===== config.mk =====
export PLATFORM = sky130hd
export DESIGN_NAME = atp_cordic_cell
export DESIGN_NICKNAME = d
export VERILOG_FILES = /design/src/rtl/accel_tilt_pitch_roll_top_defines.svh /design/src/rtl/atp_pkg.sv /design/src/rtl/atp_cordic_cell.sv
export SDC_FILE = /design/constraint.sdc
export NUM_CORES = 1
export LEC_CHECK = 0
export BUFFER_PORTS_ARGS = -buffer_cell sky130_fd_sc_hd__buf_2
export CAP_MARGIN = 20
export CORE_MARGIN = 3
export CORE_UTILIZATION = 62
export DETAILED_ROUTE_END_ITERATION = 6
export GPL_ROUTABILITY_DRIVEN = 0
export PLACE_DENSITY = 0.91
export SLEW_MARGIN = 15
export SYNTH_ARGS = -nofsm -noshare
export SYNTH_HDL_FRONTEND = slang
export SYNTH_SLANG_ARGS = --single-unit

===== constraint.sdc =====
create_clock -name clk -period 7.8 [get_ports clk]
set_input_delay 1.56 -clock clk [delete_from_list [all_inputs] [get_ports clk]]
set_output_delay 1.56 -clock clk [all_outputs]
set_load 0.05 [all_outputs]

===== src/rtl/accel_tilt_pitch_roll_top_defines.svh =====
// Assertion macros shared by the tilt block's RTL.
`ifndef ACCEL_TILT_PITCH_ROLL_TOP_DEFINES_SVH
`define ACCEL_TILT_PITCH_ROLL_TOP_DEFINES_SVH

// Check that a condition implies a consequence in the same cycle.
`define ATP_ASSERT_IMPL(label, cond, cons) \
  label: assert property (@(posedge clk) disable iff (!rst_n) (cond) |-> (cons)) \
    else $error("atp assertion failed");

// Check that a condition implies a consequence in the next cycle.
`define ATP_ASSERT_NEXT(label, cond, cons) \
  label: assert property (@(posedge clk) disable iff (!rst_n) (cond) |=> (cons)) \
    else $error("atp assertion failed");

`endif


===== src/rtl/atp_pkg.sv =====
// Types, constants and the arctangent table of the tilt block.
package atp_pkg;

  localparam int DEF_CORDIC_STAGES = 16;
  localparam int MAX_STAGES        = 24;

  localparam int AX_W   = 18;
  localparam int AYZ_W  = 17;
  localparam int SQ_W   = 34;
  localparam int N_W    = SQ_W + 16;
  localparam int ROOT_W = N_W / 2;
  localparam int REM_W  = ROOT_W + 2;
  localparam int CD_W   = 44;
  localparam int ANG_W  = 33;

  localparam logic signed [ANG_W-1:0] ONE_EIGHTY_FIX = 33'sd1179648000;
  localparam logic signed [ANG_W-1:0] HALF_LSB       = 33'sd32768;

  localparam logic [1:0] REG_X_OFFSET = 2'd0;
  localparam logic [1:0] REG_Y_OFFSET = 2'd1;
  localparam logic [1:0] REG_Z_OFFSET = 2'd2;

  typedef struct packed {
    logic signed [15:0] accel_x;
    logic signed [15:0] accel_y;
    logic signed [15:0] accel_z;
  } in_t;

  typedef struct packed {
    logic signed [14:0] pitch_centideg;
    logic signed [15:0] roll_centideg;
  } out_t;

  typedef struct packed {
    logic signed [AX_W-1:0]  x;
    logic signed [AYZ_W-1:0] y;
    logic signed [AYZ_W-1:0] z;
  } side_t;

  typedef struct packed {
    logic              vld;
    logic [REM_W-1:0]  rem;
    logic [ROOT_W-1:0] root;
    logic [N_W-1:0]    n;
    side_t             side;
  } sq_bus_t;

  typedef struct packed {
    logic                    vld;
    logic                    zero;
    logic signed [CD_W-1:0]  a;
    logic signed [CD_W-1:0]  b;
    logic signed [ANG_W-1:0] ang;
  } cd_bus_t;

  function automatic logic signed [ANG_W-1:0] atan_entry(input int idx);
    logic signed [ANG_W-1:0] v;
    case (idx)
      0:  v = 33'sd294912000;
      1:  v = 33'sd174096719;
      2:  v = 33'sd91987925;
      3:  v = 33'sd46694507;
      4:  v = 33'sd23437865;
      5:  v = 33'sd11730358;
      6:  v = 33'sd5866610;
      7:  v = 33'sd2933484;
      8:  v = 33'sd1466764;
      9:  v = 33'sd733385;
      10: v = 33'sd366693;
      11: v = 33'sd183346;
      12: v = 33'sd91673;
      13: v = 33'sd45837;
      14: v = 33'sd22918;
      15: v = 33'sd11459;
      16: v = 33'sd5730;
      17: v = 33'sd2865;
      18: v = 33'sd1432;
      19: v = 33'sd716;
      20: v = 33'sd358;
      21: v = 33'sd179;
      22: v = 33'sd90;
      23: v = 33'sd45;
      default: v = '0;
    endcase
    return v;
  endfunction

endpackage


===== src/rtl/atp_cordic_cell.sv =====
// One vectoring stage of the arctangent pipeline.
module atp_cordic_cell #(
  parameter int STAGE = 0
) (
  input  logic              clk,
  input  logic              rst_n,
  input  atp_pkg::cd_bus_t  d_in,
  output atp_pkg::cd_bus_t  d_out
);
  import atp_pkg::*;

  localparam logic signed [ANG_W-1:0] STEP_ANG = atan_entry(STAGE);

  cd_bus_t               q_r;
  cd_bus_t               q_nxt;
  logic signed [CD_W-1:0] da;
  logic signed [CD_W-1:0] db;

  always_comb begin
    da    = d_in.b >>> STAGE;
    db    = d_in.a >>> STAGE;
    q_nxt = d_in;
    if (!d_in.b[CD_W-1]) begin
      q_nxt.a   = d_in.a + da;
      q_nxt.b   = d_in.b - db;
      q_nxt.ang = d_in.ang + STEP_ANG;
    end else begin
      q_nxt.a   = d_in.a - da;
      q_nxt.b   = d_in.b + db;
      q_nxt.ang = d_in.ang - STEP_ANG;
    end
  end

  always_ff @(posedge clk) begin
    if (!rst_n) begin
      q_r.vld <= 1'b0;
    end else begin
      q_r <= q_nxt;
    end
  end

  assign d_out = q_r;
endmodule


; Word level (Yosys, flattened, before mapping)
; Cells that the tools add are included.
[totals]
elab_cells = 11
in_bits = 125
output_inout_bits = 123
ff_bits = 123
[classes]
mux = 1
addsub = 5
[ops]
columns = op, count
row1 = $mux W121, 1
row2 = $sub A44 B44 Y44, 2
row3 = $add A44 B44 Y44, 1
row4 = $add A33 B30 Y33 const B, 1
row5 = $sub A33 B30 Y33 const B, 1

; Logic depth before layout (Yosys ltp)
[logic_depth]
word_depth = 2
mapped_depth = 14
ltp_nobuf = 12

; Worst setup path before layout
; No wires, ideal clock.
[synth_path]
path_type = input -> register
startpoint = input port d_in[76] (netlist name)
endpoint = register q_r, in the netlist d_out[32] (data pin)
required_ns = 7.540
setup_ns = 0.260
arrival_time_ns = 4.212
n_path_buf = 3
slack_ns = 3.329
stages = 14
cell_sequence = clkbuf_1 -> inv_2 -> clkbuf_1 -> buf_1 -> fa_1 -> nor2b_1 -> o21ai_0 -> a21boi_0 -> o21ai_0 -> a211oi_1 -> nor3_1 -> o41ai_1 -> a21oi_1 -> xnor2_1
[synth_rtl]
columns = element, line_no
row1 = from (decl), atp_cordic_cell.sv:7  ; input atp_pkg::cd_bus_t d_in,
row2 = to (signal assigned), atp_cordic_cell.sv:38  ; q_r <= q_nxt;
row3 = to (decl), atp_cordic_cell.sv:14  ; cd_bus_t q_r;

==> reports/metrics.csv <==
stage,metric,value,unit
timing,fin_setup_tns,0,ns
pwr,power_density,204.1,nW/um2
route,detail_route.wl_per_cell,20.18,um
finish,largest_reg_flops,122,
synth,synth_most_common_cell,a21oi_1,
route,drtIter0Drc,2123,
worst_hold_path,hold_depth,1,
synth,synthCells,1439,
route,detail-route-antenna-nets,0,
pwr,ir_worst_vdd,0.1491,mV
placed_design,io_buffers,247,
pwr,p_leak,6.425,nW
route,vias_per_cell,6.525,
placed_design,place_area,13820,um2
clocking,clk_pin_slew,0.07,ns
synth,synthTopCellsByArea,"edfxtp_1, ha_1, a21oi_1",
worst_hold_path,min_from,d_in[12],
grt,antenna_found_initial,1,
finish,nFillCells,1470,
grt,grt_max_degree,103,
route,wirelength,38800,um
timing,slew_violations,0,
finish,areaGrowthSynthToFinish,14.95,%
synth,synthFlopType,edfxtp_1,
floorplan,boundaryPins,248,
synth,synthArstFlopShare,0,%
timing,relSlewSlack,22.25,%
critical_path,startpoint,d_in[76],
floorplan,fp.dieH,148.1,um
timing,worstMarginPinSlew,1.166,ns
timing,period_share,58.46,%
synth,syn_avg_cell_area,8.702,um2
grt,grt_usage,34.20,%
flow_run,drv_cap,0,
timing,fmax,219.3,MHz
clocking,cts_resized,0,
timing,setup_ws,3.240,ns
clocking,post_cts_buffers,0,
synth,synth-seq-area-share,29.18,%
synth,synth_edf_count,121,
grt,grt-ovfl-total,0,
finish,finalNetCount,1930,
grt,grt_pass1_vias,12050,
critical_path,critPathKind,in -> reg,
clocking,cts_max_level,4,
clocking,clockBufferDepth,2,
finish,layout-drive-gt1-share,19.63,%
synth,yosys.area.top_type_share,29.02,%
route,firstDrtPassIters,7,
timing,rsz0062_at_grt,no,
floorplan,chipWidth,148.1,um
synth,ys_types,91,
worst_hold_path,hold_end,d_out[12],
synth,synth_area_leader_cell,edfxtp_1,
synth,synth_seq_cells,122,
placed_design,pre_cts_ws,2.986,ns
synth,synth_warnings,0,
floorplan,core,19650,um2
floorplan,die_area,21940,um2
synth,syn_nets,1726,
finish,fin_area,14390,um2
route,drcViolationCount,0,
floorplan,start_util,63.71,%
synth,synth.top_cells.by_count,"a21oi_1, ha_1, inv_1",
floorplan,num_rows,51,
clocking,cts_hold_buf,0,
route,num_vias,12540,
critical_path,crit_path_max_fanout,68,
clocking,numCtsBuffers,17,
timing,fin_crit,4.560,ns
critical_path,cp-end-kind,flop,
clocking,cts_tree,yes,
status,status,"finished, final reports clean",
clocking,clockRootBuffer,clkbuf_16,
critical_path,cp-start-kind,input port,
critical_path,cp_data_arrival_time,4.74,ns
critical_path,cp.required,7.98,ns
worst_hold_path,hold_path_class,in -> reg,
synth,synth_area,12520,um2
timing,finalHoldViolCount,0,
grt,grt_pass1_wl,61120,um
placed_design,dp_hpwl,29150,um
timing,final-setup-viol-count,0,
clocking,clock_sinks,122,
## through the flow
step,instances,utilization (%),total power [mW],hold slack (ns)
after floorplan,1439,-,1.819,1.659
after global placement,1889,70.31,2.106,1.736
after detailed placement,1889,70.31,2.130,1.738
after CTS,1921,73.22,2.909,1.295
after global routing,1922,73.24,3.046,1.292
final,1922,73.24,2.938,1.295
## kinds of logic (layout without fill, tap and decap cells)
kind of cell	count (synthesis)	count (layout)	synth area share [%]
AO/OA/AOI/OAI	494	494	25.78
XOR/XNOR	96	96	6.715
adder cells (fa/ha/maj)	162	162	16.43
buffers and inverters	208	425	6.685
flip-flops	122	122	29.18
multiplexers	18	18	1.439
other	0	1	0
AND/OR/NAND/NOR	339	339	13.78
## worst max-delay path, cell delays in order
cell,delay [ns]
buf_4,0.15
inv_2,0.05
buf_4,0.68
ha_1,0.31
nor2b_1,0.16
o21ai_0,0.14
a21boi_0,0.29
o21ai_0,0.18
a211oi_1,0.36
nor3_1,0.13
o41ai_1,0.39
a21oi_1,0.14
xnor2_1,0.14
## how the worst max path moves through the flow
stage	end	slack, ns	cells after the start
final	d_out[32]	3.24	13
after global routing	d_out[32]	2.97	13
after CTS	d_out[32]	3.34	13
after detailed placement	d_out[117]	2.99	12
after global placement	d_out[62]	3.13	12
after floorplan	d_out[32]	3.33	14
## report_power, final
group / switching (mW) / total, mW / internal [mW]
clock network: 0.355 / 0.779 / 0.424
logic: 0.913 / 1.27 / 0.360
registers: 0.0281 / 0.887 / 0.859
total: 1.30 / 2.94 / 1.64
## cell usage in the layout, fill, tap and decap left out, drive strengths merged, types with 12 or more instances in the layout
master	n
mux2i	18
xor2	15
nor2	112
o21a	18
buf	250
nor2b	20
nand2	66
clkbuf	17
nand4	23
xnor2	81
o21bai	40
a211oi	22
o31ai	21
a21o	34
edfxtp	121
a31oi	18
o21ai	102
nor3	29
nand3	19
nand2b	15
ha	158
nor4	12
inv	152
a21oi	165
## per-layer routing
layer / global-route usage, % / routed length [um] / part of all wire [%]
met2: 56.61 / 18010 / 46
met5: 0 / 0 / 0
met1: 42.13 / 13780 / 36
met3: 7.313 / 4622 / 12
met4: 17.97 / 2387 / 6.2
## layout make-up
type	count	area (um2)	area share (%)
antenna	1	2.502	0.01739
clock buffer	17	425.4	2.955
clock inverter	15	146.4	1.017
inverter	143	539.3	3.747
multi-input combinational	1109	8031	55.80
sequential	122	3654	25.38
tap	265	331.6	2.304
timing repair buffer	250	1264	8.780
No activity file was read; power rests on OpenSTA's default activity.
