--- src/rtl/accel_tilt_pitch_roll_top_defines.svh ---
// Assertion macros shared by the tilt block's RTL.
`ifndef ACCEL_TILT_PITCH_ROLL_TOP_DEFINES_SVH
`define ACCEL_TILT_PITCH_ROLL_TOP_DEFINES_SVH

// Check that a condition implies a consequence in the same cycle.
`define ATP_ASSERT_IMPL(label, cond, cons) \
  label: assert property (@(posedge clk) disable iff (!rst_n) (cond) |-> (cons)) \
    else $error("atp assertion failed");

// Check that a condition implies a consequence in the next cycle.
`define ATP_ASSERT_NEXT(label, cond, cons) \
  label: assert property (@(posedge clk) disable iff (!rst_n) (cond) |=> (cons)) \
    else $error("atp assertion failed");

`endif

--- src/rtl/atp_pkg.sv ---
// Types, constants and the arctangent table of the tilt block.
package atp_pkg;

  localparam int DEF_CORDIC_STAGES = 16;
  localparam int MAX_STAGES        = 24;

  localparam int AX_W   = 18;
  localparam int AYZ_W  = 17;
  localparam int SQ_W   = 34;
  localparam int N_W    = SQ_W + 16;
  localparam int ROOT_W = N_W / 2;
  localparam int REM_W  = ROOT_W + 2;
  localparam int CD_W   = 44;
  localparam int ANG_W  = 33;

  localparam logic signed [ANG_W-1:0] ONE_EIGHTY_FIX = 33'sd1179648000;
  localparam logic signed [ANG_W-1:0] HALF_LSB       = 33'sd32768;

  localparam logic [1:0] REG_X_OFFSET = 2'd0;
  localparam logic [1:0] REG_Y_OFFSET = 2'd1;
  localparam logic [1:0] REG_Z_OFFSET = 2'd2;

  typedef struct packed {
    logic signed [15:0] accel_x;
    logic signed [15:0] accel_y;
    logic signed [15:0] accel_z;
  } in_t;

  typedef struct packed {
    logic signed [14:0] pitch_centideg;
    logic signed [15:0] roll_centideg;
  } out_t;

  typedef struct packed {
    logic signed [AX_W-1:0]  x;
    logic signed [AYZ_W-1:0] y;
    logic signed [AYZ_W-1:0] z;
  } side_t;

  typedef struct packed {
    logic              vld;
    logic [REM_W-1:0]  rem;
    logic [ROOT_W-1:0] root;
    logic [N_W-1:0]    n;
    side_t             side;
  } sq_bus_t;

  typedef struct packed {
    logic                    vld;
    logic                    zero;
    logic signed [CD_W-1:0]  a;
    logic signed [CD_W-1:0]  b;
    logic signed [ANG_W-1:0] ang;
  } cd_bus_t;

  function automatic logic signed [ANG_W-1:0] atan_entry(input int idx);
    logic signed [ANG_W-1:0] v;
    case (idx)
      0:  v = 33'sd294912000;
      1:  v = 33'sd174096719;
      2:  v = 33'sd91987925;
      3:  v = 33'sd46694507;
      4:  v = 33'sd23437865;
      5:  v = 33'sd11730358;
      6:  v = 33'sd5866610;
      7:  v = 33'sd2933484;
      8:  v = 33'sd1466764;
      9:  v = 33'sd733385;
      10: v = 33'sd366693;
      11: v = 33'sd183346;
      12: v = 33'sd91673;
      13: v = 33'sd45837;
      14: v = 33'sd22918;
      15: v = 33'sd11459;
      16: v = 33'sd5730;
      17: v = 33'sd2865;
      18: v = 33'sd1432;
      19: v = 33'sd716;
      20: v = 33'sd358;
      21: v = 33'sd179;
      22: v = 33'sd90;
      23: v = 33'sd45;
      default: v = '0;
    endcase
    return v;
  endfunction

endpackage

--- src/rtl/atp_sqrt_cell.sv ---
// One digit cell of the pipelined integer square root.
module atp_sqrt_cell (
  input  logic              clk,
  input  logic              rst_n,
  input  atp_pkg::sq_bus_t  d_in,
  output atp_pkg::sq_bus_t  d_out
);
  import atp_pkg::*;

  sq_bus_t          q_r;
  sq_bus_t          q_nxt;
  logic [REM_W+1:0] rem2;
  logic [REM_W+1:0] trial;

  always_comb begin
    rem2  = {d_in.rem, d_in.n[N_W-1 -: 2]};
    trial = {2'b00, d_in.root, 2'b01};
    q_nxt      = d_in;
    q_nxt.n    = {d_in.n[N_W-3:0], 2'b00};
    if (rem2 >= trial) begin
      q_nxt.rem  = REM_W'(rem2 - trial);
      q_nxt.root = {d_in.root[ROOT_W-2:0], 1'b1};
    end else begin
      q_nxt.rem  = REM_W'(rem2);
      q_nxt.root = {d_in.root[ROOT_W-2:0], 1'b0};
    end
  end

  always_ff @(posedge clk) begin
    if (!rst_n) begin
      q_r.vld <= 1'b0;
    end else begin
      q_r <= q_nxt;
    end
  end

  assign d_out = q_r;
endmodule

--- config.mk ---
export PLATFORM = sky130hd
export DESIGN_NAME = atp_sqrt_cell
export DESIGN_NICKNAME = d
export VERILOG_FILES = /design/src/rtl/accel_tilt_pitch_roll_top_defines.svh /design/src/rtl/atp_pkg.sv /design/src/rtl/atp_sqrt_cell.sv
export SDC_FILE = /design/constraint.sdc
export NUM_CORES = 1
export LEC_CHECK = 0
export ABC_AREA = 1
export BUFFER_PORTS_ARGS = -buffer_cell sky130_fd_sc_hd__buf_2
export CELL_PAD_IN_SITES_DETAIL_PLACEMENT = 2
export CELL_PAD_IN_SITES_GLOBAL_PLACEMENT = 2
export CORE_UTILIZATION = 31
export DETAILED_ROUTE_END_ITERATION = 10
export PLACE_DENSITY = 0.87
export SLEW_MARGIN = 25
export SYNTH_ARGS = -nofsm -noshare
export SYNTH_HDL_FRONTEND = slang
export SYNTH_SLANG_ARGS = --single-unit
--- constraint.sdc ---
create_clock -name clk -period 2.55 [get_ports clk]
set_input_delay 0.1275 -clock clk [delete_from_list [all_inputs] [get_ports clk]]
set_output_delay 0.1275 -clock clk [all_outputs]
set_load 0.02 [all_outputs]
Word level (Yosys, flattened, before mapping)
Index checks and enable logic that the tools add are counted.

Order comparisons: 1. $add $sub $neg: 1. Mux-type cells: 1.

Operators with widths (count): 2-to-1 mux 52 bit (1); greater-or-equal comparator 29 x 27 -> 1 bit (1); subtractor 27 bit (1).

Register bits after elaboration: 153. Input bits: 157. Word-level logic and storage cells: 10.

Longest topological paths before layout
Gate-level depths: netlist of run 1.

Word-level depth: 2. Gate-level depth with buffers: 16. Depth with buffers taken out: 14.

Least setup slack after synthesis of run 1
Ideal clock, no wire load.

Kind: input -> register. Start: input port d_in[117] (netlist name). End: register q_r (netlist bit d_out[146]), data pin. Data arrival time: 1.471 ns. Path slack: 0.826 ns. Path buffers: 2. Stages on the path: 12. Data required time: 2.297 ns. Library setup time: 0.253 ns. Path through: inv_1 > ha_1 > nand2_2 > nor2_4 > nand2_2 > nor2_2 > nand3_1 > and3_1 > buf_6 > buf_12 > nand3_2 > nand2_1.

RTL lines: start: declaration (RTL line atp_sqrt_cell.sv:5) `input atp_pkg::sq_bus_t d_in,`; end signal: assignment (RTL line atp_sqrt_cell.sv:33) `q_r <= q_nxt;`; end: declaration (RTL line atp_sqrt_cell.sv:10) `sq_bus_t q_r;`.

==> results of run 1 <==
[per-stage QoR]
stage	TNS (ps)	utilization, %	std cells
after CTS	0	48.4	1479
final	-1680	49.1	1490
after floorplan	0	-	699
after detailed placement	0	40.3	1320
after global placement	0	40.3	1320
after global routing	-1140	49.1	1486
[power by group through the flow]
stage               clock, mW  combinational (mW)  sequential (mW)
finish                   2.98                1.97             3.23
global route             3.00                1.99             3.22
CTS                      2.66                1.66             3.14
detailed placement          0                1.42             3.17
global placement            0                1.35             3.14
floorplan                   0               0.477             3.46
[cell usage after synthesis]
cell                       instances  area [um2]
sky130_fd_sc_hd__a211oi_1          1        7.51
sky130_fd_sc_hd__buf_12            2        40.0
sky130_fd_sc_hd__o21ai_0           1        5.00
sky130_fd_sc_hd__dfxtp_1           1        20.0
sky130_fd_sc_hd__nor4_1            1        6.26
sky130_fd_sc_hd__nand2_1         216         811
sky130_fd_sc_hd__and3_1            1        6.26
sky130_fd_sc_hd__xnor2_1           2        17.5
sky130_fd_sc_hd__xor2_1           12         105
sky130_fd_sc_hd__nand2_4           3        33.8
sky130_fd_sc_hd__a21oi_1          12        60.1
sky130_fd_sc_hd__nor2_4            2        22.5
sky130_fd_sc_hd__nand2_2           7        43.8
sky130_fd_sc_hd__edfxtp_1        152        4560
sky130_fd_sc_hd__nor3_4            1        16.3
sky130_fd_sc_hd__nor2_1           28         105
sky130_fd_sc_hd__inv_2             5        18.8
sky130_fd_sc_hd__nor3_1            4        20.0
sky130_fd_sc_hd__nand4_1          10        62.6
sky130_fd_sc_hd__o21bai_1          3        22.5
sky130_fd_sc_hd__o21ai_1           1        5.00
sky130_fd_sc_hd__buf_4             2        15.0
sky130_fd_sc_hd__buf_2             1        5.00
sky130_fd_sc_hd__nand3_2          22         220
sky130_fd_sc_hd__clkinv_1          3        11.3
sky130_fd_sc_hd__buf_6             5        56.3
sky130_fd_sc_hd__inv_1           124         465
sky130_fd_sc_hd__ha_1             27         338
sky130_fd_sc_hd__nand3_1          43         215
sky130_fd_sc_hd__nor2_2            5        31.3
sky130_fd_sc_hd__conb_1            1        3.75
[kinds of logic (layout without fill, tap and decap cells)]
| family | count (synthesis) | count (layout) |
|---|---|---|
| compound gates | 18 | 18 |
| xor+xnor | 14 | 14 |
| fa+ha+maj | 27 | 27 |
| buf+inv | 142 | 609 |
| flops | 153 | 153 |
| other cells | 1 | 12 |
| simple gates | 343 | 344 |
[worst max-delay path: stages]
cell,delay [ps]
sky130_fd_sc_hd__dlygate4sd3_1,520
sky130_fd_sc_hd__buf_2,160
sky130_fd_sc_hd__inv_1,80
sky130_fd_sc_hd__ha_2,430
sky130_fd_sc_hd__nand2_4,130
sky130_fd_sc_hd__nor2_2,240
sky130_fd_sc_hd__inv_1,160
sky130_fd_sc_hd__nor2_1,230
sky130_fd_sc_hd__nand3_1,240
sky130_fd_sc_hd__nand3_1,240
sky130_fd_sc_hd__nand2_1,150
sky130_fd_sc_hd__nand3_1,130
sky130_fd_sc_hd__nand2_1,120
[timing repair]
action | 4_1_cts | 5_1_grt
hold buffers | 127 | 0
hold endpoints to repair | 127 | 0
endpoints found under the setup margin | 0 | 28
resized for setup | 0 | 31
setup buffers | 0 | 0
[path summary, 6_finish.rpt]
check	end	startpoint	cells past startpoint	slack (ps)
worst max-delay path	d_out[146]	d_in[108]	13	-220
worst min-delay path	d_out[151]	d_in[149]	3	10
[routing by layer]
| metal | vias to the layer above | part of all wire [%] | wire length, um | GRT usage, % |
|---|---|---|---|---|
| met2 | 751 | 45 | 24300 | 66.7 |
| li1 | 3197 | - | - | - |
| met4 | 10 | 6.1 | 3330 | 20.4 |
| met1 | 4093 | 37 | 20000 | 49.8 |
| met3 | 204 | 12 | 6490 | 14.8 |
| met5 | - | 0.11 | 61 | 0 |
[layout make-up]
type | count | share of cell area [%]
diodes | 10 | 0.222
clock buffers | 18 | 3.80
clock inverters | 14 | 1.34
inverters | 132 | 4.39
multi-input cells | 405 | 20.3
flip-flops and latches | 153 | 40.6
well taps | 313 | 3.47
repair buffers | 445 | 25.8
==> qor.json, run 1 <==
{
  "synth": {
    "synth.area.mux_share_pct": 0,
    "synth.avg_cell_area_um2": 10.5,
    "syn-cell-area_um2": 7350,
    "yosys.area_share.adder_pct": 4.59,
    "synth.lib_cells_used.distinct": 31,
    "synth-simple-area-share_pct": 21.7,
    "synth-xor-area-share_pct": 1.67,
    "yosysSeqAreaShare_pct": 62.3,
    "synth_warnings": 0,
    "synth_seq_cells": 153,
    "dominant_combinational_cell_family_by_area_after_synthesis": "simple AND/OR/NAND/NOR gates",
    "synthesis.instances": 698,
    "synth_compound_area_share_pct": 1.36
  },
  "timing": {
    "report.final.hold_viol_count": 0,
    "setup_viol": 23,
    "worst-slew-pin-transition_ps": 656,
    "headroom_to_the_max_slew_limit_pct": 56.2,
    "hold_slack_ps": 14.6,
    "max_clock_freq_mhz": 361,
    "fin_ws_ps": -219,
    "timing.final.crit_share_pct": 109,
    "fin_crit_ps": 2770,
    "report.final.slew_viol_count": 0
  },
  "detailed_routing": {
    "vias_per_cell": 5.54,
    "drt-pass1-iter-count": 5,
    "postRouteAntennaNets": 0,
    "routed_wl_um": 54200,
    "post-route-drc-count": 0,
    "routedWlPerCell_um": 36.4,
    "via_count": 8255,
    "drt_iter0_markers": 1228
  },
  "worst_setup_path": {
    "cp-start-kind": "input port",
    "criticalPathCategory": "input port to flop",
    "signal_arrival_time_at_the_worst_endpoint_ps": 2960,
    "worst_setup_path_end_kind": "flop",
    "crit_required_ps": 2740,
    "crit_fanout": 4
  },
  "placed_design": {
    "post-dp-hpwl_um": 23800,
    "place_area_um2": 9270,
    "portBuffers": 309,
    "place_ws_ps": 185,
    "gp_routability_congestion": 0.800
  },
  "worst_hold_path": {
    "min-delay-path-class": "input port to flop"
  },
  "clock_tree": {
    "cts.root.buffer_cell": "sky130_fd_sc_hd__clkbuf_16",
    "inserted_clock_buffers": 17,
    "cts_tree": "yes",
    "clkSinkCount": 153,
    "ctsLongestPathBuffers": 2,
    "clk_pin_slew_worst_paths_ps": 80,
    "cts-htree-levels": 4
  },
  "layout": {
    "filler_cell_count": 2427,
    "final_design_area_no_fill_um2": 11300,
    "area_growth_synth_to_finish_pct": 53.5,
    "commonest_non_fill_non_tap_cell_in_the_layout": "sky130_fd_sc_hd__buf_2",
    "multi_input_area_um2": 2300,
    "sequential_cell_area_um2": 4580,
    "final_layout_size_suffix_gt1_share_pct": 35.6,
    "final_net_count": 1338,
    "final_cell_mix": "sky130_fd_sc_hd__buf_2, sky130_fd_sc_hd__nand2_1, sky130_fd_sc_hd__edfxtp_1, sky130_fd_sc_hd__dlygate4sd3_1, sky130_fd_sc_hd__inv_1",
    "largest_reg_flops": 153
  },
  "floorplanning": {
    "top_level_ports": 312,
    "std_cell_rows": 55,
    "chipHeight_um": 156,
    "start_util_pct": 32.0,
    "design.die.area_um2": 24300,
    "die_w_um": 156,
    "area_inside_the_core_boundary_um2": 23000
  },
  "power_and_ir_drop": {
    "power.share.switching_pct": 38.2,
    "power_mw": 8.17,
    "share_comb_of_total_power_pct": 24.1,
    "irDropWorstVdd_mv": 0.504,
    "cellInternalPower_mw": 5.05,
    "leakage_nw": 5.38,
    "netSwitchingPower_mw": 3.12,
    "power-per-cell-area_nw_per_um2": 724,
    "share_seq_of_total_power_pct": 39.5,
    "clockPowerShare_pct": 36.5
  },
  "global_routing": {
    "antenna_found_initial": 14,
    "globalRouteOverflowTotal": 0,
    "wire_length_of_the_first_global_routing_pass_um": 69300,
    "number_of_global_route_vias_before_repair": 8570,
    "track_usage_pct": 41.7,
    "grt_max_degree": 54
  },
  "status": {
    "violations": "setup timing",
    "status": "complete, but fails checks"
  },
  "job": {
    "cap_viol_max_count": 0
  }
}
Note: power is estimated with default switching activity, not from simulation.
==> run 2: changes to the inputs <==
--- a/config.mk
+++ b/config.mk
@@ -9,9 +9,10 @@
 export BUFFER_PORTS_ARGS = -buffer_cell sky130_fd_sc_hd__buf_2
 export CELL_PAD_IN_SITES_DETAIL_PLACEMENT = 2
 export CELL_PAD_IN_SITES_GLOBAL_PLACEMENT = 2
-export CORE_UTILIZATION = 31
+export CORE_UTILIZATION = 32
+export CTS_BUF_LIST = sky130_fd_sc_hd__clkbuf_8
 export DETAILED_ROUTE_END_ITERATION = 10
-export PLACE_DENSITY = 0.87
+export PLACE_DENSITY = 0.9
 export SLEW_MARGIN = 25
 export SYNTH_ARGS = -nofsm -noshare
 export SYNTH_HDL_FRONTEND = slang
==> constraint.sdc (replaced) <==
create_clock -name clk -period 3.3 [get_ports clk]
set_input_delay 0.165 -clock clk [delete_from_list [all_inputs] [get_ports clk]]
set_output_delay 0.165 -clock clk [all_outputs]
set_load 0.02 [all_outputs]
==> run 2 against run 1 <==
Effect of this change: the flow now finishes without violations; global-route usage fell by 4.5 points; non-clock buffer count down 5; cell count is 2.8% lower; worst hold slack worse by 8.9 ps; critical path depth stayed put; sequential share of layout area is 1.5 points higher; total power decreased by 32%; sequential power is 24% lower; critical path type unchanged.
==> qor.json, run 2 (synthesis gave the netlist of run 1 again) <==
{
  "timing": {
    "setup_viol": {"value": 0, "change": "-100%"},
    "setup_tns": {"value": 0, "unit": "ps", "change": "+1680 ps"},
    "hold_slack": {"value": 5.70, "unit": "ps", "change": "-8.87 ps"},
    "max_clock_freq_mhz": 311,
    "fin_crit_ps": 3220,
    "grt_setup_unrepaired": "false",
    "report.final.slew_viol_count": {"value": 0, "change": "unchanged"},
    "headroom_to_the_max_slew_limit": {"value": 25.5, "unit": "%", "change": "-31 points"},
    "worst-slew-pin-transition": {"value": 1120, "unit": "ps", "change": "+461 ps"},
    "report.final.hold_viol_count": {"value": 0, "change": "unchanged"},
    "timing.final.crit_share_pct": 97.5
  },
  "detailed_routing": {
    "drt-pass1-iter-count": {"value": 4, "change": "-1"},
    "route.top_layer_used": "met5",
    "route.met3.wl": {"value": 3430, "unit": "um", "change": "-47%"},
    "postRouteAntennaNets": {"value": 0, "change": "unchanged"},
    "post-route-drc-count": {"value": 0, "change": "unchanged"},
    "wirelength_met1": {"value": 18100, "unit": "um", "change": "-9.5%"},
    "drt_iter0_markers": {"value": 714, "change": "-42%"},
    "routed_wl": {"value": 43600, "unit": "um", "change": "-19%"},
    "wl_met2": {"value": 20700, "unit": "um", "change": "-15%"},
    "vias_per_cell": {"value": 5.27, "change": "-4.9%"},
    "via_count": {"value": 7633, "change": "-7.5%"},
    "routedWlPerCell": {"value": 30.1, "unit": "um", "change": "-17%"}
  },
  "floorplanning": {
    "std_cell_rows": {"value": 55, "change": "unchanged"},
    "top_level_ports": {"value": 312, "change": "unchanged"},
    "design.die.area": {"value": 23600, "unit": "um2", "change": "-3.1%"},
    "start_util": {"value": 32.6, "unit": "%", "change": "+0.59 points"},
    "die_w": {"value": 154, "unit": "um", "change": "-1.6%"},
    "area_inside_the_core_boundary": {"value": 22600, "unit": "um2", "change": "-1.8%"},
    "chipHeight": {"value": 154, "unit": "um", "change": "-1.6%"}
  },
  "layout": {
    "final_cell_mix": "sky130_fd_sc_hd__buf_2, sky130_fd_sc_hd__nand2_1, sky130_fd_sc_hd__edfxtp_1, sky130_fd_sc_hd__dlygate4sd3_1, sky130_fd_sc_hd__inv_1",
    "final_net_count": {"value": 1332, "change": "-0.45%"},
    "final_layout_size_suffix_gt1_share": {"value": 33.5, "unit": "%", "change": "-2.1 points"},
    "area_growth_synth_to_finish_pct": 48.0,
    "commonest_non_fill_non_tap_cell_in_the_layout": "sky130_fd_sc_hd__buf_2",
    "filler_cell_count": {"value": 2360, "change": "-2.8%"},
    "largest_reg_flops": {"value": 153, "change": "unchanged"}
  },
  "placed_design": {
    "gp_routability_congestion": {"value": 0.816, "change": "+1.9%"},
    "portBuffers": {"value": 309, "change": "unchanged"},
    "post-dp-hpwl": {"value": 23000, "unit": "um", "change": "-3.1%"}
  },
  "clock_tree": {
    "cts_tree": "yes",
    "inserted_clock_buffers": {"value": 17, "change": "unchanged"},
    "clkSinkCount": {"value": 153, "change": "unchanged"},
    "post_cts_hold_fix_bufs": {"value": 127, "change": "unchanged"},
    "cts_setup_buffers": {"value": 0, "change": "unchanged"},
    "ctsLongestPathBuffers": {"value": 2, "change": "unchanged"},
    "ctsResizeCount": {"value": 0, "change": "unchanged"},
    "clk_pin_slew_worst_paths": {"value": 110, "unit": "ps", "change": "+30 ps"},
    "cts-htree-levels": {"value": 4, "change": "unchanged"},
    "cts.root.buffer_cell": "sky130_fd_sc_hd__clkbuf_8"
  },
  "worst_setup_path": {
    "cp-start-kind": "input port",
    "criticalPathCategory": "input port to flop",
    "crit_fanout": {"value": 15, "change": "+11"},
    "worst_setup_path_end_kind": "flop",
    "crit_required": {"value": 3630, "unit": "ps", "change": "+890 ps"},
    "critPathMaxStageDelay": {"value": 910, "unit": "ps", "change": "+390 ps"},
    "critical_path.cell_chain": "dlygate4sd3_1 > buf_2 > inv_1 > ha_1 > nand2_1 > inv_1 > nand2_1 > nand2_1 > nand2_1 > and3_1 > buf_4 > nand3_1 > nand2_1",
    "cp_slowest_cell": "sky130_fd_sc_hd__and3_1",
    "timing.critical_path.mode_cell": "sky130_fd_sc_hd__nand2_1",
    "signal_arrival_time_at_the_worst_endpoint": {"value": 3550, "unit": "ps", "change": "+590 ps"}
  },
  "global_routing": {
    "wire_length_of_the_first_global_routing_pass": {"value": 62600, "unit": "um", "change": "-9.6%"},
    "grt_max_degree": {"value": 86, "change": "+59%"},
    "antenna_found_initial": {"value": 4, "change": "-10"},
    "globalRouteOverflowTotal": {"value": 0, "change": "unchanged"},
    "number_of_global_route_vias_before_repair": {"value": 8243, "change": "-3.8%"},
    "track_usage": {"value": 37.3, "unit": "%", "change": "-4.5 points"}
  },
  "power_and_ir_drop": {
    "leakage": {"value": 5.28, "unit": "nW", "change": "-1.8%"},
    "power": {"value": 5.55, "unit": "mW", "change": "-32%"},
    "irDropWorstVdd": {"value": 0.245, "unit": "mV", "change": "-51%"},
    "power-per-cell-area": {"value": 510, "unit": "nW/um2", "change": "-30%"}
  },
  "status": {
    "status": "complete, no violations"
  },
  "job": {
    "cap_viol_max_count": {"value": 0, "change": "unchanged"}
  },
  "worst_hold_path": {
    "min-delay-path-class": "input port to flop"
  }
}
==> run 2: metal layers <==
layer  up-vias  GRT usage [%]
li1       3170              -
met4         6           13.2
met2       445           61.7
met3        87           8.62
met5         -              0
met1      3925           47.6
==> run 2: through the flow <==
stage          utilization [%]  worst slack (ps)  cells  area [um2]
6_report                  48.2              83.1   1448       10900
5_1_grt                   48.2              49.5   1446       10900
4_1_cts                   48.2               417   1446       10900
3_5_place_dp              40.7               516   1287        9190
3_3_place_gp              40.7               646   1287        9190
2_1_floorplan                -              1540    699        7360
==> run 2: final timing paths <==
path  startpoint          to  slack, ps  depth (start not counted)
max    d_in[123]  d_out[141]         80                         13
min    d_in[128]  d_out[130]          6                          3
==> run 2: cell type report <==
cell class | instances | area [um2] | share of cell area, %
sequential | 153 | 4580 | 42.1
timing repair buffer | 440 | 2870 | 26.3
multi-input combinational | 404 | 2160 | 19.9
inverter | 132 | 495 | 4.55
tap | 285 | 357 | 3.28
clock buffer | 17 | 234 | 2.15
clock inverter | 15 | 179 | 1.64
antenna | 2 | 5.00 | 0.0460
==> run 2: worst max-delay path: cells and delay by family <==
kind	cells	cell delay, ps
adders and majority gates	1	420
buffers and inverters	5	1260
and+or+nand+nor	7	1690
==> run 2: power breakdown <==
group | switching (mW) | internal (mW) | leakage [nW] | total, mW
logic | 0.935 | 0.440 | 3.57 | 1.38
clock network | 1.00 | 0.706 | 0.215 | 1.71
registers | 0.116 | 2.35 | 1.50 | 2.47
total | 2.06 | 3.50 | 5.28 | 5.55
